### src/rtl/multi_channel_software_timer_macros.svh
// assertion macros shared by the timer rtl
// expects clk, and for MCST_ASSERT also arst_n, in the scope of each use
`ifndef MULTI_CHANNEL_SOFTWARE_TIMER_MACROS_SVH
`define MULTI_CHANNEL_SOFTWARE_TIMER_MACROS_SVH

// checked only out of reset
`define MCST_ASSERT(lbl, prop, msg) \
	lbl: assert property (@(posedge clk) disable iff (!arst_n) prop) else $error(msg);

// checked at every edge, reset included
`define MCST_ASSERT_ALWAYS(lbl, prop, msg) \
	lbl: assert property (@(posedge clk) prop) else $error(msg);

`endif

### src/rtl/mcst_pkg.sv
// shared types and constants of the multi-channel timer
// no dependencies
`timescale 1ns / 1ps

package mcst_pkg;

	localparam int NUM_TIMERS_DEF = 16;

	localparam logic [2:0] OP_TICK   = 3'd0;
	localparam logic [2:0] OP_SET    = 3'd1;
	localparam logic [2:0] OP_START  = 3'd2;
	localparam logic [2:0] OP_STOP   = 3'd3;
	localparam logic [2:0] OP_RESET  = 3'd4;
	localparam logic [2:0] OP_HANDLE = 3'd5;

	typedef struct packed {
		logic [2:0]  op;
		logic [3:0]  channel;
		logic [31:0] load_value;
		logic        periodic;
	} cmd_t;

	typedef struct packed {
		logic [15:0] expired_mask;
		logic [15:0] handle;
		logic [31:0] tick_count;
	} res_t;

	typedef struct packed {
		logic idle;
		logic done;
	} stat_t;

endpackage

### src/rtl/mcst_core.sv
// timer channel table: count/reload ram with read-modify-write sequencer
// depends on mcst_pkg and multi_channel_software_timer_macros.svh
`timescale 1ns / 1ps
`include "multi_channel_software_timer_macros.svh"

module mcst_core #(
	parameter int NUM_TIMERS = mcst_pkg::NUM_TIMERS_DEF
) (
	input  logic                clk,
	input  logic                arst_n,
	input  logic                start,
	input  mcst_pkg::cmd_t      cmd,
	input  logic                slot_free,
	output mcst_pkg::stat_t     stat,
	output mcst_pkg::res_t      res
);
	import mcst_pkg::*;

	localparam int IW = (NUM_TIMERS > 1) ? $clog2(NUM_TIMERS) : 1;
	localparam int CW = $clog2(NUM_TIMERS + 1);

	localparam logic [2:0] S_IDLE = 3'd0;
	localparam logic [2:0] S_RD   = 3'd1;
	localparam logic [2:0] S_WR   = 3'd2;
	localparam logic [2:0] S_WALK = 3'd3;
	localparam logic [2:0] S_FIN  = 3'd4;

	// entry: reload in upper half, remaining count in lower half
	logic [63:0] mem [NUM_TIMERS];
	logic [63:0] rdata_s1;
	logic        rvld_s1;

	logic [2:0]            state_q;
	cmd_t                  cmd_q;
	logic [NUM_TIMERS-1:0] en_q;
	logic [NUM_TIMERS-1:0] rep_q;
	logic [NUM_TIMERS-1:0] wr_q;
	logic [31:0]           ticks_q;
	logic [15:0]           handles_q;
	logic [15:0]           handle_q;
	logic [15:0]           mask_q;
	logic [CW-1:0]         rd_cnt_q;
	logic [CW-1:0]         limit_q;
	logic                  walk_v_s1;
	logic [IW-1:0]         walk_idx_s1;

	logic          ch_ok;
	logic [IW-1:0] ch_idx;
	logic          we;
	logic [IW-1:0] waddr;
	logic [63:0]   wdata;
	logic [IW-1:0] raddr;
	logic          issue;
	logic [63:0]   ent;
	logic [31:0]   dec;
	logic          expire;
	logic [CW-1:0] limit_d;

	assign ch_ok  = 7'(cmd_q.channel) < 7'(NUM_TIMERS);
	assign ch_idx = IW'(cmd_q.channel);
	assign ent    = rvld_s1 ? rdata_s1 : 64'd0;
	assign dec    = ent[31:0] - 32'd1;
	assign expire = (dec == 32'd0);
	assign limit_d = (handles_q >= 16'(NUM_TIMERS)) ? CW'(NUM_TIMERS) : handles_q[CW-1:0];

	always_comb begin
		we    = 1'b0;
		waddr = ch_idx;
		wdata = {cmd_q.load_value, cmd_q.load_value};
		raddr = ch_idx;
		issue = 1'b0;
		case (state_q)
			S_RD: begin
				we = (cmd_q.op == OP_SET) && ch_ok;
			end
			S_WR: begin
				we    = ch_ok;
				wdata = {ent[63:32], ent[63:32]};
			end
			S_WALK: begin
				raddr = rd_cnt_q[IW-1:0];
				issue = rd_cnt_q < limit_q;
				if (walk_v_s1 && en_q[walk_idx_s1]) begin
					we    = 1'b1;
					waddr = walk_idx_s1;
					wdata = expire ? {ent[63:32], ent[63:32]} : {ent[63:32], dec};
				end
			end
			default: begin
			end
		endcase
	end

	always_ff @(posedge clk) begin
		if (we) begin
			mem[waddr] <= wdata;
		end
		rdata_s1 <= mem[raddr];
	end

	always_ff @(posedge clk or negedge arst_n) begin
		if (!arst_n) begin
			state_q     <= S_IDLE;
			cmd_q       <= '0;
			en_q        <= '0;
			rep_q       <= '0;
			wr_q        <= '0;
			ticks_q     <= '0;
			handles_q   <= '0;
			handle_q    <= '0;
			mask_q      <= '0;
			rd_cnt_q    <= '0;
			limit_q     <= '0;
			walk_v_s1   <= 1'b0;
			walk_idx_s1 <= '0;
			rvld_s1     <= 1'b0;
		end else begin
			rvld_s1 <= wr_q[raddr];
			case (state_q)
				S_IDLE: begin
					if (start) begin
						cmd_q     <= cmd;
						mask_q    <= '0;
						handle_q  <= '0;
						rd_cnt_q  <= '0;
						walk_v_s1 <= 1'b0;
						limit_q   <= limit_d;
						if (cmd.op == OP_TICK) begin
							ticks_q <= ticks_q + 32'd1;
							state_q <= S_WALK;
						end else begin
							state_q <= S_RD;
						end
					end
				end
				S_RD: begin
					state_q <= S_FIN;
					case (cmd_q.op)
						OP_SET: begin
							if (ch_ok) begin
								rep_q[ch_idx] <= cmd_q.periodic;
								wr_q[ch_idx]  <= 1'b1;
							end
						end
						OP_START, OP_RESET: begin
							state_q <= S_WR;
						end
						OP_STOP: begin
							if (ch_ok) begin
								en_q[ch_idx] <= 1'b0;
							end
						end
						OP_HANDLE: begin
							handle_q  <= handles_q;
							handles_q <= handles_q + 16'd1;
						end
						default: begin
						end
					endcase
				end
				S_WR: begin
					if (ch_ok) begin
						en_q[ch_idx] <= (cmd_q.op == OP_START);
						wr_q[ch_idx] <= 1'b1;
					end
					state_q <= S_FIN;
				end
				S_WALK: begin
					walk_v_s1   <= issue;
					walk_idx_s1 <= rd_cnt_q[IW-1:0];
					if (issue) begin
						rd_cnt_q <= rd_cnt_q + CW'(1);
					end
					if (walk_v_s1 && en_q[walk_idx_s1] && expire) begin
						mask_q <= mask_q | (16'd1 << walk_idx_s1);
						if (!rep_q[walk_idx_s1]) begin
							en_q[walk_idx_s1] <= 1'b0;
						end
					end
					if (!walk_v_s1 && !issue) begin
						state_q <= S_FIN;
					end
				end
				S_FIN: begin
					if (slot_free) begin
						state_q <= S_IDLE;
					end
				end
				default: begin
					state_q <= S_IDLE;
				end
			endcase
		end
	end

	assign stat.idle = (state_q == S_IDLE);
	assign stat.done = (state_q == S_FIN) && slot_free;
	assign res.expired_mask = mask_q;
	assign res.handle       = handle_q;
	assign res.tick_count   = ticks_q;

	`MCST_ASSERT_ALWAYS(a_enabled_written, (en_q & ~wr_q) == '0, "enabled channel never written")
	`MCST_ASSERT(a_done_to_idle, stat.done |=> (state_q == S_IDLE), "no return to idle after done")
	`MCST_ASSERT(a_walk_in_range, (we && state_q == S_WALK) |-> (CW'(walk_idx_s1) < limit_q), "walk write beyond limit")

endmodule

### src/rtl/multi_channel_software_timer.sv
// Multi-channel one-shot/periodic timer. One word in gives one word out.
// Tick walks channels below min(NUM_TIMERS, handles given), one ram entry
// per cycle, in a walk state and then a finish state; set, stop and get
// handle pass through a read state and the finish state; start and reset
// add a write state between them for the read-modify-write of the count/reload
// ram. in_ready is high only while no word is in work; a finished word waits
// in the output register while the next one is taken.
`timescale 1ns / 1ps
`include "multi_channel_software_timer_macros.svh"

module multi_channel_software_timer #(
	parameter int NUM_TIMERS = mcst_pkg::NUM_TIMERS_DEF
) (
	input  logic        clk,
	input  logic        arst_n,
	input  logic        in_valid,
	output logic        in_ready,
	input  logic [2:0]  op,
	input  logic [3:0]  channel,
	input  logic [31:0] load_value,
	input  logic        periodic,
	output logic        out_valid,
	input  logic        out_ready,
	output logic [15:0] expired_mask,
	output logic [15:0] handle,
	output logic [31:0] tick_count
);
	import mcst_pkg::*;

	cmd_t  cmd;
	stat_t stat;
	res_t  res;
	logic  slot_free;
	logic  done;
	res_t  out_q;
	logic  out_valid_q;

	assign cmd.op         = op;
	assign cmd.channel    = channel;
	assign cmd.load_value = load_value;
	assign cmd.periodic   = periodic;

	assign slot_free = !out_valid_q || out_ready;
	assign in_ready  = stat.idle;
	assign done      = stat.done;

	mcst_core #(
		.NUM_TIMERS(NUM_TIMERS)
	) u_core (
		.clk      (clk),
		.arst_n   (arst_n),
		.start    (in_valid && in_ready),
		.cmd      (cmd),
		.slot_free(slot_free),
		.stat     (stat),
		.res      (res)
	);

	always_ff @(posedge clk or negedge arst_n) begin
		if (!arst_n) begin
			out_valid_q <= 1'b0;
		end else if (done) begin
			out_valid_q <= 1'b1;
		end else if (out_ready) begin
			out_valid_q <= 1'b0;
		end
	end

	always_ff @(posedge clk) begin
		if (done) begin
			out_q <= res;
		end
	end

	assign out_valid    = out_valid_q;
	assign expired_mask = out_q.expired_mask;
	assign handle       = out_q.handle;
	assign tick_count   = out_q.tick_count;

	`MCST_ASSERT(a_no_overwrite, done |-> (!out_valid_q || out_ready), "result word overwritten")
	`MCST_ASSERT(a_busy_after_accept, (in_valid && in_ready) |=> !in_ready, "accepted while busy")
	`MCST_ASSERT(a_out_from_core, $rose(out_valid_q) |-> $past(done), "output word without result")

endmodule
### config.mk
export PLATFORM = sky130hd
export DESIGN_NAME = multi_channel_software_timer
export DESIGN_NICKNAME = d
export VERILOG_FILES = /design/src/rtl/mcst_pkg.sv /design/src/rtl/mcst_core.sv /design/src/rtl/multi_channel_software_timer.sv
export VERILOG_INCLUDE_DIRS = /design/src /design/src/rtl
export SDC_FILE = /design/constraint.sdc
export NUM_CORES = 2
export LEC_CHECK = 0
export ABC_AREA = 1
export ABC_CLOCK_PERIOD_IN_PS = 9100
export BUFFER_PORTS_ARGS = -buffer_cell sky130_fd_sc_hd__buf_2
export CORE_MARGIN = 2
export CORE_UTILIZATION = 67
export CTS_CLUSTER_SIZE = 40
export DETAILED_ROUTE_END_ITERATION = 8
export PLACE_DENSITY = 0.84
export SYNTH_ARGS = -nofsm -noshare
export SYNTH_HDL_FRONTEND = slang
export SYNTH_HIERARCHICAL = 1
export SYNTH_SLANG_ARGS = --single-unit
### constraint.sdc
create_clock -name clk -period 9.1 [get_ports clk]
set_input_delay 1.365 -clock clk [delete_from_list [all_inputs] [get_ports clk]]
set_output_delay 1.365 -clock clk [all_outputs]
set_load 0.01 [all_outputs]
==> impl_results.md <==
* Status: finished, violations left
* Failing checks: design-rule violations
* Largest stage delay on the critical path at 1.06 ns
* CP max stage cell: nor2_4
* Required time worst endpoint at 9.43 ns
* Total Neg Setup Slack at 0 ns
* Antenna diode count at 0
* Number of sinks handled by clock tree synthesis at 1,340
* Post-synthesis sequential area ratio at 0.703
* Number of maximum-capacitance violations at 0
* Transition time at the pin with the least slew margin at 1.34 ns
* Worst setup path class: flip-flop to flip-flop
* Most common flop cell mapped by yosys: edfxtp_1
* Static Leakage at 22.3 nW
* Die height at 291 um
* Part of the cycle the worst path needs at 0.755
* Final Hold Violating Endpoints at 0
* Die Footprint at 84,400 um^2
* Worst reg2reg startpoint: u_core/walk_idx_s1[1]$_DFFE_PN0P_
* # Post-CTS Setup Buffers at 0
* P&R area growth vs syn at 10.7%
* Area of all placed cells without fillers at 60,900 um^2
* H-tree depth reported by CTS at 4
* Most frequently used cell type in the post-synthesis netlist: edfxtp_1
* Cells after Synth at 4,773
* Placement-stage cell area at 56,400 um^2
* Setup crit start: u_core/walk_idx_s1[1]$_DFFE_PN0P_
* Number of global-route vias before repair at 38.7k
* Reg-to-reg critical path endpoint: u_core/mem[13][17]$_DFFE_PP_
* CP Data Arrival Time at 7.20 ns
* Maximum number of pins on one net before global-route repair at 228
* Main combinational cell family by area after synthesis: simple AND/OR/NAND/NOR gates
* CTS Buffer Depth at 3
* Row cnt at 105
* RSZ-0062 raised after global routing: no
* Setup slack, reg-to-reg at 2.23 ns
* Number of buffers inserted by port buffering at 109
* Flops & latches, synth at 1,340
* Crit-path most repeated cell: nand2_1
* Average wire length per cell after detail routing at 24.3 um
* Launching element type of the critical path: flip-flop
* Number of library cell types mapped by synthesis at 46
* Horizontal extent of the die at 291 um
* Area contributors post-synth: edfxtp_1, dfrtp_1, nor2_1, nand2_1, o21ai_0
* Critical path endpoint category: flip-flop
* Number of buffers inserted for hold repair after clock tree synthesis at 0
* Total detailed-routing wirelength at 145,000 um
* Cells on Worst Hold Path at 0
* Achievable Freq at 146 MHz
* CTS resizes at 0
* Power per cell area at 347 nW/um^2
* Clock skew after layout at 0.0339 ns
* Via count of the routed design at 39.5k
* Worst-path cell chain: nor2_1 -> a22oi_1 -> nand2_1 -> nand2_1 -> nand2_1 -> o21ai_4 -> inv_1 -> nand2_1 -> o21ai_0 -> nand3_1 -> nor2_4 -> buf_4
* Synthesized area per cell at 11.5 um^2
* Synth Cell Area at 55,000 um^2
* Grt total ovfl at 0
* Wire length of the first global-routing pass at 220,000 um
* Count of fill cells added during filler insertion at 4,825
* CTS Root Cell: clkbuf_16
* Final worst path period need at 6.87 ns
* Number of endpoints failing setup at the final stage at 0
* Number of enable-type register cells in the synthesized netlist at 1,088
* Adder and majority gate portion of the synthesized area at 0.00227
* Tot GR Track Use at 0.339
* Cell type with the largest total area after synthesis: edfxtp_1
* Post-detail-place hpwl at 77,800 um
* Fraction of registers with async set/reset at 0.140
* Clk slew on worst S/H paths at 0.06 ns
* Number of clock buffers inserted by TritonCTS at 132
* Antenna violations before repair at 1
* First-iteration detailed-routing DRC count at 6,196
* Relative slew slack at 0.100
* Worst min path class: flip-flop to flip-flop
* Area of the placeable core at 81,700 um^2
* Last element of the critical path: u_core/mem[13][17]$_DFFE_PP_
* Post-synthesis compound-gate area fraction at 0.110
* Source-to-sink clock delay at the later pin of the worst-skew pair at 0.73 ns
* Maximum fanout along the worst path at 37
* TritonCTS clock tree: done
* Final Slew Violations at 0
* Remaining DRCs at 1
* Mux contribution to synthesized area at 0.000205
* Number of warnings printed during yosys synthesis at 6
* Total iterations of the first detailed-routing run at 8
* Share of Yosys cell area claimed by the top area cell type at 0.594
* Net count of the finished layout at 4,835
* Number of nets with antenna violations after routing at 0
* Area fraction in and, or, nand and nor cells after synthesis at 0.144
* Worst R2R Path Depth at 12
* List of most frequent post-synthesis cells: edfxtp_1, nor2_1, nand2_1
* Initial Util at 0.673
* Post-synthesis net count at 4,827
* Peak VDD IR at 0.000335 V
* Vias/cell at 6.63
* Fraction of final layout cells with drive strength greater than 1 at 0.0915
* Last weighted congestion value of the routability-driven placer at 0.960
* Xor-xnor portion of the synthesized cell area at 0.00700
* Number of top-level design ports at 110
[worst min path at each step]
stage / from / slack [ns] / end
final: u_core/mask_q[15]$_DFFE_PN0P_ / 0.44 / expired_mask[15]$_DFFE_PP_
after global routing: u_core/mask_q[15]$_DFFE_PN0P_ / 0.46 / expired_mask[15]$_DFFE_PP_
after CTS: u_core/mask_q[15]$_DFFE_PN0P_ / 0.44 / expired_mask[15]$_DFFE_PP_
after detailed placement: u_core/mask_q[15]$_DFFE_PN0P_ / 0.43 / expired_mask[15]$_DFFE_PP_
after global placement: u_core/mask_q[13]$_DFFE_PN0P_ / 0.43 / expired_mask[13]$_DFFE_PP_
after floorplan: u_core/mask_q[0]$_DFFE_PN0P_ / 0.42 / expired_mask[0]$_DFFE_PP_
[kinds of logic after synthesis]
kind of cell    after synthesis
compound gates              913
xor+xnor                     44
fa+ha+maj                    10
buf+inv                     475
flops                      1340
mux                           1
simple gates               1990
[placed cells by master (no fill, tap or decap), types with 35 or more instances in the layout]
cell	instances
o21ai_0	364
nand4_1	37
buf_2	108
o32ai_1	128
buf_4	38
inv_1	184
nand3_1	121
dfxtp_1	64
o211ai_1	99
dfrtp_1	187
nand2_1	676
a21oi_1	50
nor2_1	1068
edfxtp_1	1088
clkbuf_16	138
o21ai_1	35
o311ai_0	126
[where the power goes]
part	switching, mW	leakage, nW	internal [mW]
Clock	2.33	2.21	3.29
Sequential	0.357	12.9	8.07
Combinational	5.42	7.19	1.63
Total	8.11	22.3	13.0
[final cells by class]
cell class / count / area [um^2] / area share
clock buffers: 173 / 3700 / 0.0608
clock inverters: 66 / 798 / 0.0131
inverters: 196 / 761 / 0.0125
multi-input cells: 2958 / 14700 / 0.241
flip-flops and latches: 1340 / 38700 / 0.635
well taps: 1070 / 1340 / 0.0220
repair buffers: 153 / 960 / 0.0158
[critical path: cells and delay by family (launching register included)]
kind	cells	cell delay (ns)
and+or+nand+nor	7	3.33
buffers and inverters	2	1.63
AOI/OAI and AO/OA	3	1.03
DFF	1	0.45
[sequential cells by signal (all words and copies together), names as in the netlist, 16 cells and up]
name	count
expired_mask	16
handle	16
tick_count	32
u_core/cmd_q	36
u_core/en_q	16
u_core/handle_q	16
u_core/handles_q	16
u_core/mask_q	16
u_core/mem	1024
u_core/rdata_s1	64
u_core/rep_q	16
u_core/ticks_q	32
u_core/wr_q	16
[per-stage QoR]
| stage | power, mW | setup WS, ns | hold slack, ns | instances | utilization |
|---|---|---|---|---|---|
| 6_report | 21.1 | 2.23 | 0.441 | 5956 | 0.745 |
| 5_1_grt | 21.9 | 2.16 | 0.460 | 5956 | 0.745 |
| 4_1_cts | 20.9 | 2.59 | 0.436 | 5956 | 0.745 |
| 3_5_place_dp | 15.2 | 2.61 | 0.432 | 5717 | 0.690 |
| 3_3_place_gp | 14.9 | 2.79 | 0.429 | 5717 | 0.690 |
| 2_1_floorplan | 12.9 | 3.91 | 0.425 | 4773 | - |
[layer usage]
layer  GRT usage  vias up  part of all wire
met1       0.456    18900              0.36
met5           0        -                 0
met3      0.0722      554              0.12
met4       0.166        0             0.046
li1            -    17000                 -
met2       0.534     3040              0.47
(Power assumes the default switching activity.)
